===== src/rtl/core/dtlb_pkg.sv =====
// dtlb_pkg: shared types and constants of the data tlb translation unit
// holds beat structs, tlb entry layout, status and register codes
// no dependencies
package dtlb_pkg;

	localparam int DTLB_ENTRIES_DFLT = 32;
	localparam int PAGE_BITS         = 13;
	localparam int VPN_W             = 19;
	localparam int PERM_W            = 4;
	localparam int ADDR_W            = 32;
	localparam int SLOT_IN_W         = 5;
	localparam int CFG_IDX_W         = 2;
	localparam int CFG_DATA_W        = 1;

	localparam logic FN_XLAT  = 1'b0;
	localparam logic FN_WRITE = 1'b1;

	localparam logic [1:0] ST_OK    = 2'd0;
	localparam logic [1:0] ST_MISS  = 2'd1;
	localparam logic [1:0] ST_FAULT = 2'd2;

	localparam logic [CFG_IDX_W-1:0] REG_XLAT_EN  = 2'd0;
	localparam logic [CFG_IDX_W-1:0] REG_CACHE_EN = 2'd1;
	localparam logic [CFG_IDX_W-1:0] REG_USEG_EN  = 2'd2;

	typedef struct packed {
		logic                 func;
		logic [ADDR_W-1:0]    vaddr;
		logic                 is_store;
		logic                 privileged;
		logic [SLOT_IN_W-1:0] entry_index;
		logic                 entry_valid;
		logic [VPN_W-1:0]     entry_vpn;
		logic [VPN_W-1:0]     entry_ppn;
		logic [PERM_W-1:0]    entry_perms;
		logic                 entry_nocache;
	} dtlb_req_t;

	typedef struct packed {
		logic [ADDR_W-1:0] paddr;
		logic              uncached;
		logic [1:0]        status;
	} dtlb_rsp_t;

	typedef struct packed {
		logic              valid;
		logic [VPN_W-1:0]  tag;
		logic              nocache;
		logic [PERM_W-1:0] perms;
		logic [VPN_W-1:0]  ppn;
	} dtlb_entry_t;

	typedef struct packed {
		logic xlat_en;
		logic cache_en;
		logic useg_en;
	} dtlb_cfg_t;

endpackage


===== src/rtl/core/data_tlb_translate.sv =====
// data_tlb_translate: data side translation unit, direct mapped tlb, 8 KiB pages
// depends on dtlb_pkg, dtlb_ram, dtlb_check
//
//   channel  signals                        dir  beat
//   req      req_valid, req_stall, req      in   one translate or entry write
//   rsp      rsp_valid, rsp_stall, rsp      out  one result per translate beat
//   cfg      cfg_we, cfg_idx, cfg_wdata     in   one register write, no wait
//
// a translate beat goes from the ram read into the read stage, then through check
// logic into the result register; one beat per cycle sustained while rsp is not stalled
// an entry write completes at its accept edge and gives no result
// after reset a clearing pass over every ram entry zeroes the ram; req is stalled
// a stalled result holds the read stage, which then stalls req
// TLB_ENTRIES must be a power of two
module data_tlb_translate
	import dtlb_pkg::*;
#(
	parameter int TLB_ENTRIES = DTLB_ENTRIES_DFLT
) (
	input  logic                  clk,
	input  logic                  arst_n,
	input  logic                  req_valid,
	output logic                  req_stall,
	input  dtlb_req_t             req,
	output logic                  rsp_valid,
	input  logic                  rsp_stall,
	output dtlb_rsp_t             rsp,
	input  logic                  cfg_we,
	input  logic [CFG_IDX_W-1:0]  cfg_idx,
	input  logic [CFG_DATA_W-1:0] cfg_wdata
);

	localparam int IDX_W = $clog2(TLB_ENTRIES);

	dtlb_cfg_t               cfg_q;
	logic                    clr_busy_q;
	logic [IDX_W-1:0]        clr_cnt_q;

	logic                    valid_s1;
	logic [ADDR_W-1:0]       vaddr_s1;
	logic                    is_store_s1;
	logic                    priv_s1;

	logic                    rsp_valid_s2;
	dtlb_rsp_t               rsp_s2;

	logic                    take;
	logic                    xlat_take;
	logic                    wr_take;
	logic                    adv_s1;
	logic [IDX_W+SLOT_IN_W-1:0] wr_slot_ext;

	logic                    ram_we;
	logic [IDX_W-1:0]        ram_waddr;
	dtlb_entry_t             ram_wdata;
	dtlb_entry_t             new_entry;
	dtlb_entry_t             rd_entry;
	dtlb_rsp_t               chk_rsp;

	assign adv_s1    = valid_s1 && (!rsp_valid_s2 || !rsp_stall);
	assign req_stall = clr_busy_q || (valid_s1 && !adv_s1);
	assign take      = req_valid && !req_stall;
	assign xlat_take = take && (req.func == FN_XLAT);
	assign wr_take   = take && (req.func == FN_WRITE);

	assign wr_slot_ext = {{IDX_W{1'b0}}, req.entry_index};

	always_comb begin
		new_entry         = '0;
		new_entry.valid   = req.entry_valid;
		new_entry.tag     = req.entry_vpn;
		new_entry.nocache = req.entry_nocache;
		new_entry.perms   = req.entry_perms;
		new_entry.ppn     = req.entry_ppn;
	end

	// clearing pass owns the write port until done
	assign ram_we    = clr_busy_q || wr_take;
	assign ram_waddr = clr_busy_q ? clr_cnt_q : wr_slot_ext[IDX_W-1:0];
	assign ram_wdata = clr_busy_q ? dtlb_entry_t'('0) : new_entry;

	dtlb_ram #(
		.WIDTH ($bits(dtlb_entry_t)),
		.DEPTH (TLB_ENTRIES)
	) u_ram (
		.clk   (clk),
		.we    (ram_we),
		.waddr (ram_waddr),
		.wdata (ram_wdata),
		.re    (xlat_take),
		.raddr (req.vaddr[PAGE_BITS+IDX_W-1:PAGE_BITS]),
		.rdata (rd_entry)
	);

	dtlb_check u_check (
		.entry      (rd_entry),
		.vaddr      (vaddr_s1),
		.is_store   (is_store_s1),
		.privileged (priv_s1),
		.cfg        (cfg_q),
		.rsp        (chk_rsp)
	);

	always_ff @(posedge clk or negedge arst_n) begin
		if (!arst_n) begin
			cfg_q <= '0;
		end else if (cfg_we) begin
			case (cfg_idx)
				REG_XLAT_EN:  cfg_q.xlat_en  <= cfg_wdata[0];
				REG_CACHE_EN: cfg_q.cache_en <= cfg_wdata[0];
				REG_USEG_EN:  cfg_q.useg_en  <= cfg_wdata[0];
				default:      cfg_q <= cfg_q;
			endcase
		end
	end

	always_ff @(posedge clk or negedge arst_n) begin
		if (!arst_n) begin
			clr_busy_q <= 1'b1;
			clr_cnt_q  <= '0;
		end else if (clr_busy_q) begin
			clr_cnt_q <= clr_cnt_q + 1'b1;
			if (clr_cnt_q == IDX_W'(TLB_ENTRIES - 1)) begin
				clr_busy_q <= 1'b0;
			end
		end
	end

	always_ff @(posedge clk or negedge arst_n) begin
		if (!arst_n) begin
			valid_s1     <= 1'b0;
			rsp_valid_s2 <= 1'b0;
		end else begin
			if (xlat_take) begin
				valid_s1 <= 1'b1;
			end else if (adv_s1) begin
				valid_s1 <= 1'b0;
			end
			if (adv_s1) begin
				rsp_valid_s2 <= 1'b1;
			end else if (!rsp_stall) begin
				rsp_valid_s2 <= 1'b0;
			end
		end
	end

	always_ff @(posedge clk) begin
		if (xlat_take) begin
			vaddr_s1    <= req.vaddr;
			is_store_s1 <= req.is_store;
			priv_s1     <= req.privileged;
		end
		if (adv_s1) begin
			rsp_s2 <= chk_rsp;
		end
	end

	assign rsp_valid = rsp_valid_s2;
	assign rsp       = rsp_s2;

`ifndef SYNTH
	a_no_take_while_clearing: assert property (@(posedge clk) disable iff (!arst_n)
		clr_busy_q |-> req_stall)
		else $error("req beat taken during clearing pass");

	a_zero_addr_on_error: assert property (@(posedge clk) disable iff (!arst_n)
		(rsp_valid && (rsp.status != ST_OK)) |-> (rsp.paddr == '0))
		else $error("nonzero paddr on miss or fault");

	a_status_code: assert property (@(posedge clk) disable iff (!arst_n)
		rsp_valid |-> (rsp.status == ST_OK || rsp.status == ST_MISS ||
			rsp.status == ST_FAULT))
		else $error("bad status code");

	a_s1_held: assert property (@(posedge clk) disable iff (!arst_n)
		(valid_s1 && rsp_valid && rsp_stall) |=> (valid_s1 && $stable(vaddr_s1)))
		else $error("read stage lost while result stalled");
`endif

endmodule


===== src/rtl/core/dtlb_ram.sv =====
// dtlb_ram: generic single write port, single read port ram
// read data is registered; no reset on the array
// no dependencies
module dtlb_ram #(
	parameter int WIDTH = 8,
	parameter int DEPTH = 32
) (
	input  logic                     clk,
	input  logic                     we,
	input  logic [$clog2(DEPTH)-1:0] waddr,
	input  logic [WIDTH-1:0]         wdata,
	input  logic                     re,
	input  logic [$clog2(DEPTH)-1:0] raddr,
	output logic [WIDTH-1:0]         rdata
);

	logic [WIDTH-1:0] mem [DEPTH];

	always_ff @(posedge clk) begin
		if (we) begin
			mem[waddr] <= wdata;
		end
		if (re) begin
			rdata <= mem[raddr];
		end
	end

endmodule


===== src/rtl/core/dtlb_check.sv =====
// dtlb_check: tag compare, permission check and address forming
// combinational logic between the read stage and the result register
// depends on dtlb_pkg
module dtlb_check
	import dtlb_pkg::*;
(
	input  dtlb_entry_t       entry,
	input  logic [ADDR_W-1:0] vaddr,
	input  logic              is_store,
	input  logic              privileged,
	input  dtlb_cfg_t         cfg,
	output dtlb_rsp_t         rsp
);

	logic [VPN_W-1:0] vpn;
	logic [1:0]       need;
	logic             hit;

	assign vpn  = vaddr[ADDR_W-1:PAGE_BITS];
	assign need = {privileged, is_store};
	assign hit  = entry.valid && (entry.tag == vpn);

	always_comb begin
		rsp = '0;
		rsp.status = ST_OK;
		if (cfg.xlat_en) begin
			if (!hit) begin
				rsp.status = ST_MISS;
			end else if (!entry.perms[need]) begin
				rsp.status = ST_FAULT;
			end else begin
				rsp.paddr    = {entry.ppn, vaddr[PAGE_BITS-1:0]};
				rsp.uncached = entry.nocache || (cfg.useg_en && !entry.ppn[VPN_W-1]);
			end
		end else begin
			rsp.paddr    = vaddr;
			rsp.uncached = cfg.useg_en && !vaddr[ADDR_W-1];
		end
		if (!cfg.cache_en) begin
			rsp.uncached = 1'b1;
		end
	end

endmodule


===== config.mk =====
export PLATFORM = sky130hd
export DESIGN_NAME = data_tlb_translate
export DESIGN_NICKNAME = d
export VERILOG_FILES = /design/src/rtl/core/dtlb_pkg.sv /design/src/rtl/core/data_tlb_translate.sv /design/src/rtl/core/dtlb_ram.sv /design/src/rtl/core/dtlb_check.sv
export SDC_FILE = /design/constraint.sdc
export NUM_CORES = 1
export LEC_CHECK = 0
export CAP_MARGIN = 10
export CELL_PAD_IN_SITES_DETAIL_PLACEMENT = 0
export CELL_PAD_IN_SITES_GLOBAL_PLACEMENT = 1
export CORE_UTILIZATION = 45
export CTS_BUF_LIST = sky130_fd_sc_hd__clkbuf_8
export CTS_CLUSTER_SIZE = 14
export DETAILED_ROUTE_END_ITERATION = 8
export DONT_BUFFER_PORTS = 1
export GPL_TIMING_DRIVEN = 0
export PLACE_DENSITY = 0.66
export SLEW_MARGIN = 25
export SYNTH_ARGS = -nofsm -noshare
export SYNTH_HDL_FRONTEND = slang
export SYNTH_SLANG_ARGS = --single-unit

===== constraint.sdc =====
create_clock -name clk -period 5.5 [get_ports clk]
set_input_delay 1.65 -clock clk [delete_from_list [all_inputs] [get_ports clk]]
set_output_delay 1.65 -clock clk [all_outputs]
set_load 0.005 [all_outputs]

Yosys cells after proc, flatten, opt, wreduce, memory -nomap -nowiden
Memory sizes are Yosys's and may differ from the RTL's. A register that Yosys moved wholly into a read port is not among the register bits.
Index checks and enable logic that the tools add are counted.
{ "word_totals": {"reg_bits": 80, "ramBits": 1408, "inputBits": 92, "output_inout_bits": 37, "memories": 1} }
{ "classes": {"n_addsub": 1, "n_lt_le_gt_ge": 1, "eq_ne": 5, "muxes": 17, "bitwise_logic": 1, "n_reduce_logical": 24} }
{ "mem_list": {"columns": ["memory", "words", "width", "read_ports", "rd_clocked_by_memory_dff", "wr", "line_no", "text"], "rows": [
  ["u_ram.mem", 32, 44, 1, 1, 1, "dtlb_ram.sv:17", "logic [WIDTH-1:0] mem [DEPTH];"]
]} }
{ "ops": {"columns": ["op", "count"], "rows": [
  ["$mux 33", 3],
  ["$mux 44", 1],
  ["$eq 19x19->1", 1],
  ["$mux 1", 10],
  ["$logic_and 1x1->1", 8],
  ["$reduce_and 2->1", 4],
  ["$logic_not 1->1", 6],
  ["$add 5x1->5 const B", 1],
  ["$eq 5x5->1 const B", 1],
  ["$mux 5", 1],
  ["$logic_or 1x1->1", 4],
  ["$lt 2x3->1 const B", 1],
  ["$bmux 1 s2", 1],
  ["$eq 2x1->1 const B", 1],
  ["$eq 2x2->1 const B", 1],
  ["$logic_not 2->1", 1],
  ["$mux 2", 1],
  ["$ne 2x1->1 const B", 1],
  ["$reduce_bool 2->1", 1],
  ["$not 1->1", 1]
]} }

Logic depth before layout (Yosys ltp)
{ "depth": {"ltp_word": 12, "ltp_mapped": 8, "depth_no_buf": 5} }

Hierarchy
From an unflattened synthesis, not the netlist that was laid out.
{ "unflattened": {"hier_cells": 3420, "hier_area_um2": 59992.5} }
{ "modules_own_cells": {"columns": ["module", "instances", "cells_each", "area_per_inst_um2", "seq_area_each_um2"], "rows": [
  ["dtlb_ram", 1, 3090, 55972.4, 43601.8],
  ["data_tlb_translate", 1, 160, 2919.0, 2348.5],
  ["dtlb_check", 1, 170, 1101.1, 0.0]
]} }

Worst setup path after synthesis
No wires, ideal clock.
{ "synth_timing": {"path_type": "input-to-reg", "from": "input req[83] in the netlist's numbering", "to": "register is_store_s1, enable pin", "arrival_time_ns": 5.575, "required_time_ns": 4.976, "setup_slack_ns": -0.598, "path_stages": 2, "path_buffers": 0, "cell_sequence": "or3b_2 > nor2b_1"} }
{ "synth_between": {"elab_chain_cells": 2} }
{ "synth_lines": {"columns": ["element", "line_no", "text"], "rows": [
  ["start, declared", "data_tlb_translate.sv:24", "input dtlb_req_t req,"],
  ["$not 1->1", "data_tlb_translate.sv:63", "assign xlat_take = take && (req.func == FN_XLAT);"],
  ["$logic_and 1x1->1", "data_tlb_translate.sv:63", null],
  ["via u_ram.re", "dtlb_ram.sv:12", "input logic re,"],
  ["end signal, assigned", "data_tlb_translate.sv:150", "is_store_s1 <= req.is_store;"],
  ["end, declared", "data_tlb_translate.sv:41", "logic is_store_s1;"]
]} }
The timed path passes the listed nets, and every way through them passes these cells.
A chain may end at the register's enable or synchronous reset.

Worst setup path in the final report
{ "layout_timing": {"from": "register clr_busy_q", "to": "output req_stall"} }
{ "layout_between": {"elab_chain_cells": 1} }
{ "layout_lines": {"columns": ["element", "line_no", "text"], "rows": [
  ["start, declared", "data_tlb_translate.sv:36", "logic clr_busy_q;"],
  ["start signal, assigned", "data_tlb_translate.sv:119", "clr_busy_q <= 1'b1;"],
  ["start signal, assigned", "data_tlb_translate.sv:124", "clr_busy_q <= 1'b0;"],
  ["$logic_or 1x1->1", "data_tlb_translate.sv:61", "assign req_stall = clr_busy_q || (valid_s1 && !adv_s1);"],
  ["end, declared", "data_tlb_translate.sv:23", "output logic req_stall,"]
]} }
Every way passes these cells.

==> summary.md <==
| Metric | Value |
|---|---|
| Status | `finished clean` |
| Type of origin of the critical path | `flip-flop` |
| IO buf count | `0` |
| Combinational Power Share | `0.056` |
| Required time worst endpoint | `approximately 3900 ps` |
| Sw power | `between 5 and 6 mW` |
| Area Overhead vs Synth | `15.0%` |
| First-pass GRT wire length | `~220000 um` |
| Setup Skew | `31.4 ps` |
| Clock latency on the worst-skew pair | `around 940 ps` |
| Tcrit/Tclk final | `0.821` |
| Mean Syn Cell Area | `between 15 and 20 sq um` |
| Switching Share | `0.229` |
| Antenna Nets Post-Route | `0` |
| Post-synthesis net count | `between 3000 and 4000` |
| Lkg Pwr | `24.0 nW` |
| Async set-reset flop share out of synthesis | `0.00718` |
| Initial antenna violation count | `22` |
| Post-synthesis register bit count | `1532` |
| Drt initial violations | `around 3000` |
| Drt pass-1 iters | `8` |
| Number of remaining DRC errors | `0` |
| Setup violators final | `0` |
| Peak VDD IR | `between 200 and 300 uV` |
| Vias | `roughly 32000` |
| Mapped cell area | `59500 sq um` |
| Hold buffers post-CTS | `0` |
| Crit. End Element | `primary output` |
| TritonCTS clock tree | `done` |
| Period minus WS final | `about 4500 ps` |
| Crit path kind | `reg -> out` |
| CTS root buffer | `clkbuf_8` |
| TritonCTS Buffers | `between 200 and 250` |
| Sequential power share | `0.572` |
| Total grt overflow | `0` |
| Final Hold Fails | `0` |
| Worst-path fanout max | `10` |
| Ys Warns | `0` |
| Share of post-route cells with drive strength above 1 | `0.144` |
| DR vias/cell | `~5.6` |
| Die W | `366 um` |
| Hold slack | `roughly 400 ps` |
| # IOs | `around 130` |
| Setup Buffers After CTS | `0` |
| Pre-CTS setup slack | `~130 ps` |
| Core area | `around 130000 sq um` |
| Synthesized instance count | `around 3400` |
| Clock tree buffer depth | `3` |
| Sequential area share after synthesis | `0.773` |
| Hold/Removal Path Class | `in -> async` |
| Resized Gates After CTS | `0` |
| EDFF count, synth | `1521` |
| Least-Margin Pin Slew | `between 1000 and 1500 ps` |
| Initial Util | `0.453` |
| Worst-path clk slew | `60 ps` |
| Total power draw | `22.8 mW` |
| Distinct cells, synth | `between 40 and 50` |
| Setup TNS after final layout | `0 ps` |
| Internal power | `17.5 mW` |
| Row count | `roughly 130` |
| Die ar. | `roughly 130000 sq um` |
| Pwr/cell area | `roughly 330 nW/um^2` |
| Vias in the first global route | `31200` |
| Nets@finish | `3800` |
| Gr usage total | `0.240` |
| Maxcap violations | `0` |
| Fmax | `between 0.2 and 0.25 GHz` |
| Hpwl dp | `approximately 110000 um` |
| RSZ-0062 raised after global routing | `false` |
| Gp weighted congestion | `0.801` |
| Routed WL per cell | `about 28 um` |
| Drt total wl | `approximately 160000 um` |
| Clk pwr share | `0.371` |
| Final worst setup slack | `a little under 1000 ps` |
| Relative slew slack | `0.227` |
| Slew Limit Fails | `0` |
| Final core occ | `0.521` |
| Die height | `between 300 and 400 um` |
| # clock sinks | `~1500` |
| Critical path arrival | `approximately 2900 ps` |
| CTS HTree Levels | `4` |
| Largest net degree at the start of global routing | `33` |
| Synth Flop Type | `edfxtp_1` |
==> flip-flops by register name, indices dropped and copies added, names as in the netlist <==
| signal | flops |
|---|---|
| cfg_q | 3 |
| rsp | 35 |
| priv_s1 | 1 |
| valid_s1 | 1 |
| vaddr_s1 | 32 |
| u_ram.rdata | 44 |
| clr_busy_q | 1 |
| clr_cnt_q | 5 |
| rsp_valid | 1 |
| u_ram.mem | 1408 |
| is_store_s1 | 1 |
==> stage by stage <==
stage                     std cells  cell area [sq um]
after CTS                      5634              68400
after detailed placement       5218              64300
final                          5643              68400
after global placement         5125              61700
after global routing           5638              68400
after floorplan                3370              59500
==> placed cells by master, fill, tap and decap left out, types with 22 or more instances in the layout <==
cell type / n
a21oi_1: 132
a22o_1: 88
a22oi_1: 132
a31oi_1: 44
buf_12: 39
buf_16: 41
buf_2: 88
clkbuf_1: 80
clkbuf_8: 249
clkinv_1: 58
edfxtp_1: 1521
inv_1: 95
mux2i_1: 706
nand2_1: 155
nand3_1: 135
nor2_4: 32
nor2b_1: 22
nor2b_4: 32
nor3_1: 45
==> metal layers <==
layer,vias to the layer above,part of all wire,GRT usage
li1,14000,-,-
met5,-,0.00051,0
met1,16000,0.41,0.318
met3,259,0.083,0.0644
met4,12,0.026,0.0757
met2,1182,0.48,0.386
==> cells by family (layout without fill, tap and decap cells) <==
group                      after synthesis  after routing  synth area share
DFF                                   1532           1532             0.773
muxes                                  712            712             0.120
and+or+nand+nor                        460            460            0.0368
AOI/OAI and AO/OA                      443            443            0.0517
buffers and inverters                  199            708            0.0150
xor gates and xnor gates                22             22           0.00324
adders and majority gates                2              2          0.000421
other                                    0              9                 0
==> critical path, stage by stage, from the launching register on <==
cell      delay [ps]
dfstp_2          510
clkbuf_1         260
clkbuf_1         380
clkbuf_2         560
nand2b_1         230
==> cells in the mapped netlist (13+ instances only) <==
master | number | area share
edfxtp_1 | 1521 | 0.77
mux2i_1 | 706 | 0.12
nand2_1 | 155 | 0.0098
nand3_1 | 135 | 0.011
a21oi_1 | 132 | 0.011
a22oi_1 | 132 | 0.017
a22o_1 | 88 | 0.013
buf_2 | 86 | 0.0072
clkbuf_1 | 85 | 0.0054
nor2b_1 | 67 | 0.0070
nor3_1 | 45 | 0.0038
a31oi_1 | 44 | 0.0046
nor2_1 | 38 | 0.0024
a31o_1 | 17 | 0.0025
buf_1 | 14 | 0.00088
o21a_1 | 13 | 0.0016
xnor2_1 | 13 | 0.0019
==> layout make-up <==
cell class,instances,area [sq um]
Multi-Input combinational cell,1639,13100
Tap cell,1755,2200
Buffer,192,875
Antenna cell,9,22.5
Clock buffer,249,3430
Fill cell,10500,62900
Sequential cell,1532,46000
Clock inverter,167,693
Inverter,7,26.3
Timing Repair Buffer,93,2060
==> final timing paths <==
path	startpoint	endpoint	slack [ps]	depth (start not counted)
setup / recovery	clr_busy_q$_DFF_PN1_	req_stall	990	4
setup reg to reg	clr_busy_q$_DFF_PN1_	u_ram.mem[11][19]$_DFFE_PP_	1810	8
hold reg to reg	valid_s1$_DFFE_PN0P_	rsp_valid$_DFFE_PN0P_	500	1
max in group asynchronous	arst_n	clr_busy_q$_DFF_PN1_	4920	0
hold / removal	arst_n	cfg_q[1]$_DFFE_PN0P_	400	0
min in group clk	valid_s1$_DFFE_PN0P_	rsp_valid$_DFFE_PN0P_	500	1
==> power by group through the flow <==
stage          registers (mW)  logic [mW]  clock network, mW
2_1_floorplan            13.2       0.743                  0
3_3_place_gp             13.3        1.20                  0
3_5_place_dp             13.3        1.28                  0
4_1_cts                  13.0        1.29               8.59
5_1_grt                  13.0        1.36               9.11
6_report                 13.0        1.29               8.45
No activity file was read; power rests on OpenSTA's default activity.
